--- config.mk ---
export PLATFORM = sky130hd
export DESIGN_NAME = grid_maze_min_steps_unit
export DESIGN_NICKNAME = d
export VERILOG_FILES = /design/src/rtl/gmms_pkg.sv /design/src/rtl/gmms_ctrl.sv /design/src/rtl/gmms_datapath.sv /design/src/rtl/grid_maze_min_steps_unit.sv
export SDC_FILE = /design/constraint.sdc
export NUM_CORES = 2
export LEC_CHECK = 0
export ABC_AREA = 0
export CAP_MARGIN = 10
export CORE_UTILIZATION = 30
export DETAILED_ROUTE_END_ITERATION = 12
export DONT_BUFFER_PORTS = 1
export HOLD_SLACK_MARGIN = 0.1
export PLACE_DENSITY = 0.4
export SETUP_SLACK_MARGIN = 0.4
export SKIP_LAST_GASP = 1
export SYNTH_ARGS = -nofsm -noshare
export SYNTH_HDL_FRONTEND = slang
export SYNTH_SLANG_ARGS = --single-unit
--- constraint.sdc ---
create_clock -name clock -period 6.6 [get_ports clock]
set_input_delay 0.66 -clock clock [delete_from_list [all_inputs] [get_ports clock]]
set_output_delay 0.66 -clock clock [all_outputs]
set_load 0.01 [all_outputs]
--- src/rtl/gmms_pkg.sv ---
// Shared types and constants for the grid maze minimum-steps unit.
`default_nettype none

package gmms_pkg;

   // Request kinds carried in req_tuser
   localparam logic REQ_LOAD  = 1'b0;
   localparam logic REQ_SOLVE = 1'b1;

   // Width used for bounds arithmetic on coordinates (covers 4-bit fields and up to 64)
   localparam int COORD_W = 7;

   // Configuration port
   localparam int CSR_ADDR_W = 3;
   localparam int CSR_DATA_W = 32;
   localparam int CFG_W      = 5;
   localparam logic CSR_IDX_ROWS = 1'b0;
   localparam logic CSR_IDX_COLS = 1'b1;

   // Stream word layout
   localparam int REQ_DATA_W = 32;
   localparam int RSP_DATA_W = 8;
   localparam int FIELD_W    = 4;
   localparam int STEPS_W    = 8;

   // Neighbor directions, probed in this order
   localparam logic [1:0] DIR_UP    = 2'd0;
   localparam logic [1:0] DIR_DOWN  = 2'd1;
   localparam logic [1:0] DIR_LEFT  = 2'd2;
   localparam logic [1:0] DIR_RIGHT = 2'd3;

   // Controller to datapath commands
   typedef struct packed {
      logic load_write;
      logic solve_latch;
      logic clear_step;
      logic seed;
      logic pop;
      logic probe;
      logic next_dir;
      logic mark;
      logic out_load;
      logic out_found;
   } ctrl_cmd_type;

   // Datapath to controller status
   typedef struct packed {
      logic start_out;
      logic same_cell;
      logic end_out;
      logic clear_last;
      logic queue_empty;
      logic nb_ok;
      logic nb_free;
      logic nb_target;
      logic dir_last;
      logic out_free;
   } dp_status_type;

endpackage

`default_nettype wire

--- src/rtl/gmms_ctrl.sv ---
// Sequencer for loads and the breadth-first wavefront search.
`default_nettype none

module gmms_ctrl (
   input  wire                    clock,
   input  wire                    reset,
   input  wire                    req_valid,
   input  wire                    req_solve,
   output logic                   req_ready,
   output gmms_pkg::ctrl_cmd_type cmd,
   input  gmms_pkg::dp_status_type status
);
   import gmms_pkg::*;

   typedef enum logic [6:0] {
      ST_IDLE  = 7'b0000001,
      ST_CLEAR = 7'b0000010,
      ST_SEED  = 7'b0000100,
      ST_POP   = 7'b0001000,
      ST_PROBE = 7'b0010000,
      ST_EVAL  = 7'b0100000,
      ST_DONE  = 7'b1000000
   } state_type;

   state_type state_ff, state_in;
   logic      found_ff, found_in;

   // Next state and commands
   always_comb begin
      cmd       = '0;
      state_in  = state_ff;
      found_in  = found_ff;
      req_ready = 1'b0;
      unique case (state_ff)
         ST_IDLE: begin
            req_ready = 1'b1;
            if (req_valid) begin
               if (req_solve != REQ_SOLVE) begin
                  cmd.load_write = 1'b1;
               end else begin
                  cmd.solve_latch = 1'b1;
                  priority if (status.start_out) begin
                     found_in = 1'b0;
                     state_in = ST_DONE;
                  end else if (status.same_cell) begin
                     found_in = 1'b1;
                     state_in = ST_DONE;
                  end else if (status.end_out) begin
                     found_in = 1'b0;
                     state_in = ST_DONE;
                  end else begin
                     state_in = ST_CLEAR;
                  end
               end
            end
         end
         ST_CLEAR: begin
            cmd.clear_step = 1'b1;
            if (status.clear_last) begin
               state_in = ST_SEED;
            end
         end
         ST_SEED: begin
            cmd.seed = 1'b1;
            state_in = ST_POP;
         end
         ST_POP: begin
            if (status.queue_empty) begin
               found_in = 1'b0;
               state_in = ST_DONE;
            end else begin
               cmd.pop  = 1'b1;
               state_in = ST_PROBE;
            end
         end
         ST_PROBE: begin
            if (status.nb_ok) begin
               cmd.probe = 1'b1;
               state_in  = ST_EVAL;
            end else if (status.dir_last) begin
               state_in = ST_POP;
            end else begin
               cmd.next_dir = 1'b1;
            end
         end
         ST_EVAL: begin
            if (status.nb_free && status.nb_target) begin
               found_in = 1'b1;
               state_in = ST_DONE;
            end else begin
               cmd.mark = status.nb_free;
               if (status.dir_last) begin
                  state_in = ST_POP;
               end else begin
                  cmd.next_dir = 1'b1;
                  state_in     = ST_PROBE;
               end
            end
         end
         ST_DONE: begin
            // Wait for the output register to free up
            if (status.out_free) begin
               cmd.out_load  = 1'b1;
               cmd.out_found = found_ff;
               state_in      = ST_IDLE;
            end
         end
         default: begin
            state_in = ST_IDLE;
         end
      endcase
   end

   always_ff @(posedge clock) begin
      if (reset) begin
         state_ff <= ST_IDLE;
         found_ff <= 1'b0;
      end else begin
         state_ff <= state_in;
         found_ff <= found_in;
      end
   end

endmodule

`default_nettype wire

--- src/rtl/gmms_datapath.sv ---
// Grid stores, frontier queue, neighbor generation and result register.
`default_nettype none

module gmms_datapath #(
   parameter int MAX_ROWS = 16,
   parameter int MAX_COLS = 16
) (
   input  wire                                  clock,
   input  wire                                  reset,
   input  gmms_pkg::ctrl_cmd_type               cmd,
   output gmms_pkg::dp_status_type              status,
   input  wire [gmms_pkg::CFG_W-1:0]            grid_rows,
   input  wire [gmms_pkg::CFG_W-1:0]            grid_cols,
   input  wire [gmms_pkg::REQ_DATA_W-1:0]       req_data,
   input  wire                                  rsp_ready,
   output logic                                 rsp_valid,
   output logic                                 rsp_found,
   output logic [gmms_pkg::STEPS_W-1:0]         rsp_steps
);
   import gmms_pkg::*;

   localparam int RB    = $clog2(MAX_ROWS);
   localparam int CB    = $clog2(MAX_COLS);
   localparam int AB    = RB + CB;
   localparam int DEPTH = 1 << AB;
   localparam int DW    = $clog2(DEPTH + 1);
   localparam int SW    = (DW > STEPS_W) ? DW : STEPS_W;

   // Request fields
   logic [FIELD_W-1:0] f_cell_row, f_cell_col, f_start_row, f_start_col, f_end_row, f_end_col;
   logic               f_blocked;
   assign f_cell_row  = req_data[3:0];
   assign f_cell_col  = req_data[7:4];
   assign f_blocked   = req_data[8];
   assign f_start_row = req_data[12:9];
   assign f_start_col = req_data[16:13];
   assign f_end_row   = req_data[20:17];
   assign f_end_col   = req_data[24:21];

   // Extended coordinates and grid size in use
   logic [COORD_W-1:0] cr_x, cc_x, sr_x, sc_x, er_x, ec_x, eff_rows, eff_cols;
   assign cr_x = COORD_W'(f_cell_row);
   assign cc_x = COORD_W'(f_cell_col);
   assign sr_x = COORD_W'(f_start_row);
   assign sc_x = COORD_W'(f_start_col);
   assign er_x = COORD_W'(f_end_row);
   assign ec_x = COORD_W'(f_end_col);
   assign eff_rows = (COORD_W'(grid_rows) > COORD_W'(MAX_ROWS)) ? COORD_W'(MAX_ROWS)
                                                                 : COORD_W'(grid_rows);
   assign eff_cols = (COORD_W'(grid_cols) > COORD_W'(MAX_COLS)) ? COORD_W'(MAX_COLS)
                                                                 : COORD_W'(grid_cols);

   logic          load_in_range;
   logic [AB-1:0] load_addr;
   assign load_in_range = (cr_x < COORD_W'(MAX_ROWS)) && (cc_x < COORD_W'(MAX_COLS));
   assign load_addr     = {cr_x[RB-1:0], cc_x[CB-1:0]};

   // Search registers
   logic [AB-1:0]      start_addr_ff, end_addr_ff, clr_ff, ni_ff, q_rd_ff;
   logic [COORD_W-1:0] rows_ff, cols_ff;
   logic [AB:0]        head_ff, tail_ff, level_end_ff;
   logic [DW-1:0]      dist_ff;
   logic [1:0]         dir_ff;
   logic               blk_rd_ff, vis_rd_ff;

   // Memories
   logic blocked_mem [DEPTH];
   logic visited_mem [DEPTH];
   logic [AB-1:0] queue_mem [DEPTH];

   // Neighbor of the current cell in the current direction
   logic [COORD_W-1:0] cur_r, cur_c, nb_r, nb_c;
   logic               nb_ok;
   logic [AB-1:0]      nb_addr;
   always_comb begin
      cur_r = COORD_W'(q_rd_ff[AB-1:CB]);
      cur_c = COORD_W'(q_rd_ff[CB-1:0]);
      nb_r  = cur_r;
      nb_c  = cur_c;
      nb_ok = 1'b0;
      unique case (dir_ff)
         DIR_UP: begin
            nb_r  = cur_r - COORD_W'(1);
            nb_ok = cur_r != '0;
         end
         DIR_DOWN: begin
            nb_r  = cur_r + COORD_W'(1);
            nb_ok = nb_r < rows_ff;
         end
         DIR_LEFT: begin
            nb_c  = cur_c - COORD_W'(1);
            nb_ok = cur_c != '0;
         end
         DIR_RIGHT: begin
            nb_c  = cur_c + COORD_W'(1);
            nb_ok = nb_c < cols_ff;
         end
         default: begin
            nb_ok = 1'b0;
         end
      endcase
      nb_addr = {nb_r[RB-1:0], nb_c[CB-1:0]};
   end

   // Status back to the controller
   always_comb begin
      status             = '0;
      status.start_out   = (sr_x >= eff_rows) || (sc_x >= eff_cols);
      status.same_cell   = (f_start_row == f_end_row) && (f_start_col == f_end_col);
      status.end_out     = (er_x >= eff_rows) || (ec_x >= eff_cols);
      status.clear_last  = &clr_ff;
      status.queue_empty = head_ff == tail_ff;
      status.nb_ok       = nb_ok;
      status.nb_free     = !blk_rd_ff && !vis_rd_ff;
      status.nb_target   = ni_ff == end_addr_ff;
      status.dir_last    = dir_ff == DIR_RIGHT;
      status.out_free    = !rsp_valid || rsp_ready;
   end

   // Obstacle store: write on load, read on probe
   always_ff @(posedge clock) begin
      if (cmd.load_write && load_in_range) begin
         blocked_mem[load_addr] <= f_blocked;
      end
      if (cmd.probe) begin
         blk_rd_ff <= blocked_mem[nb_addr];
      end
   end

   // Visited store: clear sweep, seed, mark; read on probe
   logic          vis_we, vis_wd;
   logic [AB-1:0] vis_wa;
   always_comb begin
      vis_we = cmd.clear_step || cmd.seed || cmd.mark;
      vis_wd = !cmd.clear_step;
      priority if (cmd.clear_step) begin
         vis_wa = clr_ff;
      end else if (cmd.seed) begin
         vis_wa = start_addr_ff;
      end else begin
         vis_wa = ni_ff;
      end
   end

   always_ff @(posedge clock) begin
      if (vis_we) begin
         visited_mem[vis_wa] <= vis_wd;
      end
      if (cmd.probe) begin
         vis_rd_ff <= visited_mem[nb_addr];
      end
   end

   // Frontier queue: push at tail, pop at head
   always_ff @(posedge clock) begin
      if (cmd.seed) begin
         queue_mem[0] <= start_addr_ff;
      end else if (cmd.mark) begin
         queue_mem[tail_ff[AB-1:0]] <= ni_ff;
      end
      if (cmd.pop) begin
         q_rd_ff <= queue_mem[head_ff[AB-1:0]];
      end
   end

   // Search bookkeeping
   always_ff @(posedge clock) begin
      if (reset) begin
         clr_ff       <= '0;
         head_ff      <= '0;
         tail_ff      <= '0;
         level_end_ff <= '0;
         dist_ff      <= '0;
         dir_ff       <= DIR_UP;
      end else begin
         if (cmd.solve_latch) begin
            clr_ff  <= '0;
            dist_ff <= '0;
         end else if (cmd.clear_step) begin
            clr_ff <= clr_ff + AB'(1);
         end
         if (cmd.seed) begin
            head_ff      <= '0;
            tail_ff      <= (AB + 1)'(1);
            level_end_ff <= '0;
            dist_ff      <= '0;
         end else begin
            if (cmd.pop) begin
               head_ff <= head_ff + (AB + 1)'(1);
               // Start of a new wave: advance the level boundary
               if (head_ff == level_end_ff) begin
                  level_end_ff <= tail_ff;
                  dist_ff      <= dist_ff + DW'(1);
               end
            end
            if (cmd.mark) begin
               tail_ff <= tail_ff + (AB + 1)'(1);
            end
         end
         if (cmd.pop) begin
            dir_ff <= DIR_UP;
         end else if (cmd.next_dir) begin
            dir_ff <= dir_ff + 2'd1;
         end
      end
   end

   // Solve operands and probed neighbor
   always_ff @(posedge clock) begin
      if (cmd.solve_latch) begin
         start_addr_ff <= {sr_x[RB-1:0], sc_x[CB-1:0]};
         end_addr_ff   <= {er_x[RB-1:0], ec_x[CB-1:0]};
         rows_ff       <= eff_rows;
         cols_ff       <= eff_cols;
      end
      if (cmd.probe) begin
         ni_ff <= nb_addr;
      end
   end

   // Result register, saturating the distance
   logic [SW-1:0]      dist_w;
   logic [STEPS_W-1:0] steps_sat;
   assign dist_w    = SW'(dist_ff);
   assign steps_sat = (dist_w > SW'(255)) ? STEPS_W'(255) : dist_w[STEPS_W-1:0];

   always_ff @(posedge clock) begin
      if (reset) begin
         rsp_valid <= 1'b0;
      end else if (cmd.out_load) begin
         rsp_valid <= 1'b1;
      end else if (rsp_ready) begin
         rsp_valid <= 1'b0;
      end
   end

   always_ff @(posedge clock) begin
      if (cmd.out_load) begin
         rsp_found <= cmd.out_found;
         rsp_steps <= cmd.out_found ? steps_sat : '0;
      end
   end

endmodule

`default_nettype wire

--- src/rtl/grid_maze_min_steps_unit.sv ---
// Top level of the grid maze minimum-steps unit: ports, registers, controller and datapath.
//
// Usage: the request stream carries two kinds of words, picked by req_tuser[0].
// A load word (0) writes one grid cell as open or blocked; loads stream at one
// word per cycle while no solve is running. A solve word (1) names a start and an end
// cell and yields one response word: rsp_tuser[0] is found, rsp_tdata the
// fewest four-neighbour moves (0 when not found, saturating at 255).
// Solve sequence: trivial cases (start outside the grid, start equal to end, end
// outside) skip the search. Otherwise acceptance is followed by a sweep
// of the visited store, one entry per cycle over 2^(clog2(MAX_ROWS)+clog2(MAX_COLS))
// entries (256 at the default size), seeding of the queue, a dequeue per cell plus
// a final check when the queue runs empty, a skip for each direction out of the
// grid and a probe and an evaluation for each direction inside it (one memory read
// port per store), and posting of the result. req_tready is low while a solve runs.
// The result sits in an output register; while it waits for rsp_tready the
// block keeps accepting loads and may run the next solve, holding its answer
// until the register frees. Reset clears the controller, drops any pending
// response and sets grid_rows and grid_cols to 16; the cell store keeps
// undefined contents until loaded.
`default_nettype none

module grid_maze_min_steps_unit #(
   parameter int MAX_ROWS = 16,
   parameter int MAX_COLS = 16
) (
   input  wire                                   clock,
   input  wire                                   reset,
   // Request word
   input  wire                                   req_tvalid,
   output logic                                  req_tready,
   // tdata: cell_row[3:0], cell_col[7:4], cell_blocked[8], start_row[12:9],
   //        start_col[16:13], end_row[20:17], end_col[24:21], zero[31:25]
   input  wire [gmms_pkg::REQ_DATA_W-1:0]        req_tdata,
   // tuser: req_type[0]
   input  wire [0:0]                             req_tuser,
   // Response word
   output logic                                  rsp_tvalid,
   input  wire                                   rsp_tready,
   // tdata: min_steps[7:0]
   output logic [gmms_pkg::RSP_DATA_W-1:0]       rsp_tdata,
   // tuser: found[0]
   output logic [0:0]                            rsp_tuser,
   // Register port
   input  wire                                   csr_psel,
   input  wire                                   csr_penable,
   input  wire                                   csr_pwrite,
   input  wire [gmms_pkg::CSR_ADDR_W-1:0]        csr_paddr,
   input  wire [gmms_pkg::CSR_DATA_W-1:0]        csr_pwdata,
   output logic [gmms_pkg::CSR_DATA_W-1:0]       csr_prdata,
   output logic                                  csr_pready
);
   import gmms_pkg::*;

   logic [CFG_W-1:0] grid_rows_ff, grid_cols_ff;
   logic             csr_write;
   ctrl_cmd_type     cmd;
   dp_status_type    status;
   logic             rsp_found;

   // Register writes and reads
   assign csr_pready = 1'b1;
   assign csr_write  = csr_psel && csr_penable && csr_pwrite && csr_pready;

   always_ff @(posedge clock) begin
      if (reset) begin
         grid_rows_ff <= CFG_W'(16);
         grid_cols_ff <= CFG_W'(16);
      end else if (csr_write) begin
         if (csr_paddr[2] == CSR_IDX_ROWS) begin
            grid_rows_ff <= csr_pwdata[CFG_W-1:0];
         end else begin
            grid_cols_ff <= csr_pwdata[CFG_W-1:0];
         end
      end
   end

   always_comb begin
      unique case (csr_paddr[2])
         CSR_IDX_ROWS: csr_prdata = CSR_DATA_W'(grid_rows_ff);
         CSR_IDX_COLS: csr_prdata = CSR_DATA_W'(grid_cols_ff);
         default:      csr_prdata = '0;
      endcase
   end

   gmms_ctrl u_ctrl (
      .clock     (clock),
      .reset     (reset),
      .req_valid (req_tvalid),
      .req_solve (req_tuser[0]),
      .req_ready (req_tready),
      .cmd       (cmd),
      .status    (status)
   );

   gmms_datapath #(
      .MAX_ROWS (MAX_ROWS),
      .MAX_COLS (MAX_COLS)
   ) u_datapath (
      .clock     (clock),
      .reset     (reset),
      .cmd       (cmd),
      .status    (status),
      .grid_rows (grid_rows_ff),
      .grid_cols (grid_cols_ff),
      .req_data  (req_tdata),
      .rsp_ready (rsp_tready),
      .rsp_valid (rsp_tvalid),
      .rsp_found (rsp_found),
      .rsp_steps (rsp_tdata)
   );

   assign rsp_tuser = rsp_found;

`ifndef SYNTHESIS
   // A search holds off the next request word
   a_solve_busy: assert property (@(posedge clock) disable iff (reset)
      (req_tvalid && req_tready && req_tuser[0] == REQ_SOLVE) |=> !req_tready)
      else $error("request accepted right after a solve word");

   // An unreachable answer carries zero steps
   a_miss_zero: assert property (@(posedge clock) disable iff (reset)
      (rsp_tvalid && !rsp_tuser[0]) |-> (rsp_tdata == '0))
      else $error("nonzero steps with found low");

   // A row register write lands
   a_rows_write: assert property (@(posedge clock) disable iff (reset)
      (csr_write && csr_paddr[2] == CSR_IDX_ROWS) |=>
         (grid_rows_ff == $past(csr_pwdata[CFG_W-1:0])))
      else $error("grid_rows write lost");
`endif

endmodule

`default_nettype wire
==> flow_metrics.env <==
export IMPL_outcome="finished clean"
export IMPL_ys_warnings_count=0
export IMPL_p_per_area_nw_per_um2=293
export IMPL_path_class="flop to flop"
export IMPL_overflow=0
export IMPL_route_met2_wl_um=155000
export IMPL_drtIter0Drc=4834
export IMPL_htree_levels=5
export IMPL_layout_drive_gt1_share_pct=19.9
export IMPL_postCtsSetupRepairBufs=0
export IMPL_io_pins=119
export IMPL_route_detailed_drc=0
export IMPL_tns_ps=0
export IMPL_top_layer="met5"
export IMPL_routed_wl_met3_um=13900
export IMPL_worstPathArrival_ps=5470
export IMPL_hold_class="input port to flop"
export IMPL_hold_violations=0
export IMPL_grt_antenna_before_repair=12
export IMPL_synthTopCellsByArea="edfxtp_1, mux4_2, nor2_1, nand2_1, dfxtp_1"
export IMPL_timing_final_crit_share_pct=74.5
export IMPL_clkTransAtPathRegs_ps=60
export IMPL_fp_row_count=220
export IMPL_clock_sinks=2678
export IMPL_fp_dieH_um=603
export IMPL_yosysTopAreaCellShare_pct=72.4
export IMPL_clkLatencyLatePin_ps=890
export IMPL_total_power_uw=36300
export IMPL_core_area_um2=359000
export IMPL_area_growth_pct=14.1
export IMPL_cp_max_fo=22
export IMPL_cts_repair_resized=0
export IMPL_syn_area_per_cell_um2=17.7
export IMPL_synthDistinctLibCells=80
export IMPL_end_kind="flop"
export IMPL_cts_root_buf="clkbuf_16"
export IMPL_fin_crit_ps=4920
export IMPL_antenna_left=0
export IMPL_start_util_pct=30.2
export IMPL_final_cell_mix="edfxtp_1, nor2_1, mux4_2"
export IMPL_place_hpwl_um=181000
export IMPL_die_area_um2=364000
export IMPL_startpoint_type="flop"
export IMPL_max_freq_ghz=0.203
export IMPL_drtPass1Iterations=5
export IMPL_cts_buffers=304
export IMPL_synth_area_um2=108000
export IMPL_worst_pin_slew_ps=1160
export IMPL_wl_met1_um=141000
export IMPL_maxSlewHeadroom_pct=22.3
export IMPL_yosysSeqAreaShare_pct=73.6
export IMPL_grt_pass1_vias=57800
export IMPL_wl_per_cell_um=28.5
export IMPL_setup_violations=0
export IMPL_critPathRequiredTime_ps=7160
export IMPL_cts_buffer_depth=4
export IMPL_grt_max_degree=257
export IMPL_synth_top_area_cell="edfxtp_1"
export IMPL_max_cap_violations=0
export IMPL_rsz0062_at_grt="no"
export IMPL_grt_pass1_wl_um=450000
export IMPL_fin_nets=6277
export IMPL_port_buffers=0
export IMPL_viasPerCell=5.03
export IMPL_drv_slew=0
export IMPL_fin_util_pct=34.4
export IMPL_cts_tree="yes"
export IMPL_yosys_most_used_dff="edfxtp_1"
export IMPL_async_flop_share_pct=0
export IMPL_die_w_um=603
export IMPL_drt_total_wl_um=319000
export IMPL_gr_usage_all_layers_pct=17.3
export IMPL_clock_skew_ps=30.0
export IMPL_synth_seq_cells=2678
export IMPL_final_common_cell="edfxtp_1"
export IMPL_vias=56200
export IMPL_leakagePower_uw=0.0372
export IMPL_synth_edff_count=2613
export IMPL_gp_routability_congestion=0.747
export IMPL_worst_ir_drop_vdd_uv=177
export IMPL_syn_inst=6110
==> final cells by class <==
type,count,area [um^2]
Sequential cell,2678,79800
Inverter,44,178
Antenna cell,5,12.5
Fill cell,34300,236000
Timing Repair Buffer,152,1710
Multi-Input combinational cell,2984,26800
Tap cell,4773,5970
Clock buffer,411,8310
Clock inverter,128,896
==> sequential cells by signal, summed over array words and instances (netlist names), 2 cells and up <==
signal and cells:
u_datapath.cols_ff 5, u_datapath.head_ff 9, u_datapath.rows_ff 5, u_datapath.tail_ff 9
u_datapath.clr_ff 8, u_datapath.q_rd_ff 8, u_ctrl.state_ff 7, u_datapath.dir_ff 2
grid_rows_ff 5, u_datapath.ni_ff 8, u_datapath.end_addr_ff 8, u_datapath.level_end_ff 9
u_datapath.start_addr_ff 8, grid_cols_ff 5, u_datapath.queue_mem 2048, u_datapath.dist_ff 9
u_datapath.visited_mem 256, u_datapath.blocked_mem 256, u_datapath.rsp_steps 8
==> cell usage after synthesis, types with 8 or more instances <==
library cell and number:
edfxtp_1 2613, nor2_1 862, mux4_2 641, nand2_1 495, clkbuf_1 198, buf_2 152
and3_1 116, nand3_1 89, a211oi_1 78, a31oi_1 65, dfxtp_1 65, a21oi_1 45
inv_1 41, mux2i_1 40, buf_4 39, ha_1 38, xnor2_1 35, a311oi_1 33
buf_1 32, o22ai_1 31, nand2b_1 26, nor2b_1 25, xor2_1 25, o21ai_0 24
nor3_1 23, nand4_1 21, a22oi_1 20, a31o_2 20, o21a_1 19, a221oi_1 16
nand2_2 15, or3_1 15, a21o_1 11, a22o_1 9, buf_6 9, or4_1 9
mux2_2 8
==> power breakdown <==
part	switching [uW]	internal (uW)	leakage, uW
sequential	37.3	19100	0.0243
combinational	992	159	0.00846
clock	6850	9140	0.00449
total	7870	28400	0.0372
==> what timing repair did <==
item / 4_1_cts / 5_1_grt
hold endpoints to repair: 294 / 0
setup endpoints to repair: 0 / 0
hold buffers: 25 / 0
==> worst paths after layout <==
check / startpoint / end / slack (ps) / cells past startpoint
setup reg to reg: u_datapath.dir_ff[0] / u_datapath.blk_rd_ff / 1680 / 11
setup / recovery: u_datapath.dir_ff[0] / u_datapath.blk_rd_ff / 1680 / 11
hold reg to reg: u_datapath.dist_ff[8] / u_datapath.dist_ff[8] / 500 / 2
hold / removal: reset / u_datapath.clr_ff[2] / 190 / 2
==> per-stage QoR <==
step / worst slack [ps] / cell area [um^2] / hold slack (ps) / instances
2_1_floorplan: 1060 / 109000 / 464 / 6136
3_3_place_gp: 1490 / 114000 / 485 / 10600
3_5_place_dp: 1490 / 114000 / 495 / 10600
4_1_cts: 1470 / 124000 / 105 / 11200
5_1_grt: 1350 / 124000 / 161 / 11200
6_report: 1680 / 124000 / 186 / 11200
==> cells by family after synthesis <==
group	count (synthesis)	synth area share, %
other cells	2	0.00692
buf+inv	474	2.01
flops	2678	73.6
compound gates	420	2.78
simple gates	1746	6.91
mux	691	13.8
xor+xnor	61	0.500
fa+ha+maj	38	0.438
==> per-layer routing <==
metal / vias up / GRT usage [%]
li1: 24200 / -
met1: 30400 / 23.7
met2: 1230 / 28.7
met3: 438 / 2.39
met4: 2 / 4.60
met5: - / 0
==> critical path, cell delays in order, from the launching register on <==
cell	delay, ps
dfxtp_1	330
inv_1	120
ha_1	420
or3b_1	420
nor4_2	240
or3_2	620
inv_2	360
nor2_1	720
a222oi_1	240
nand4_1	230
o41ai_1	130
or4_1	750
Note: power is estimated with default switching activity, not from simulation.
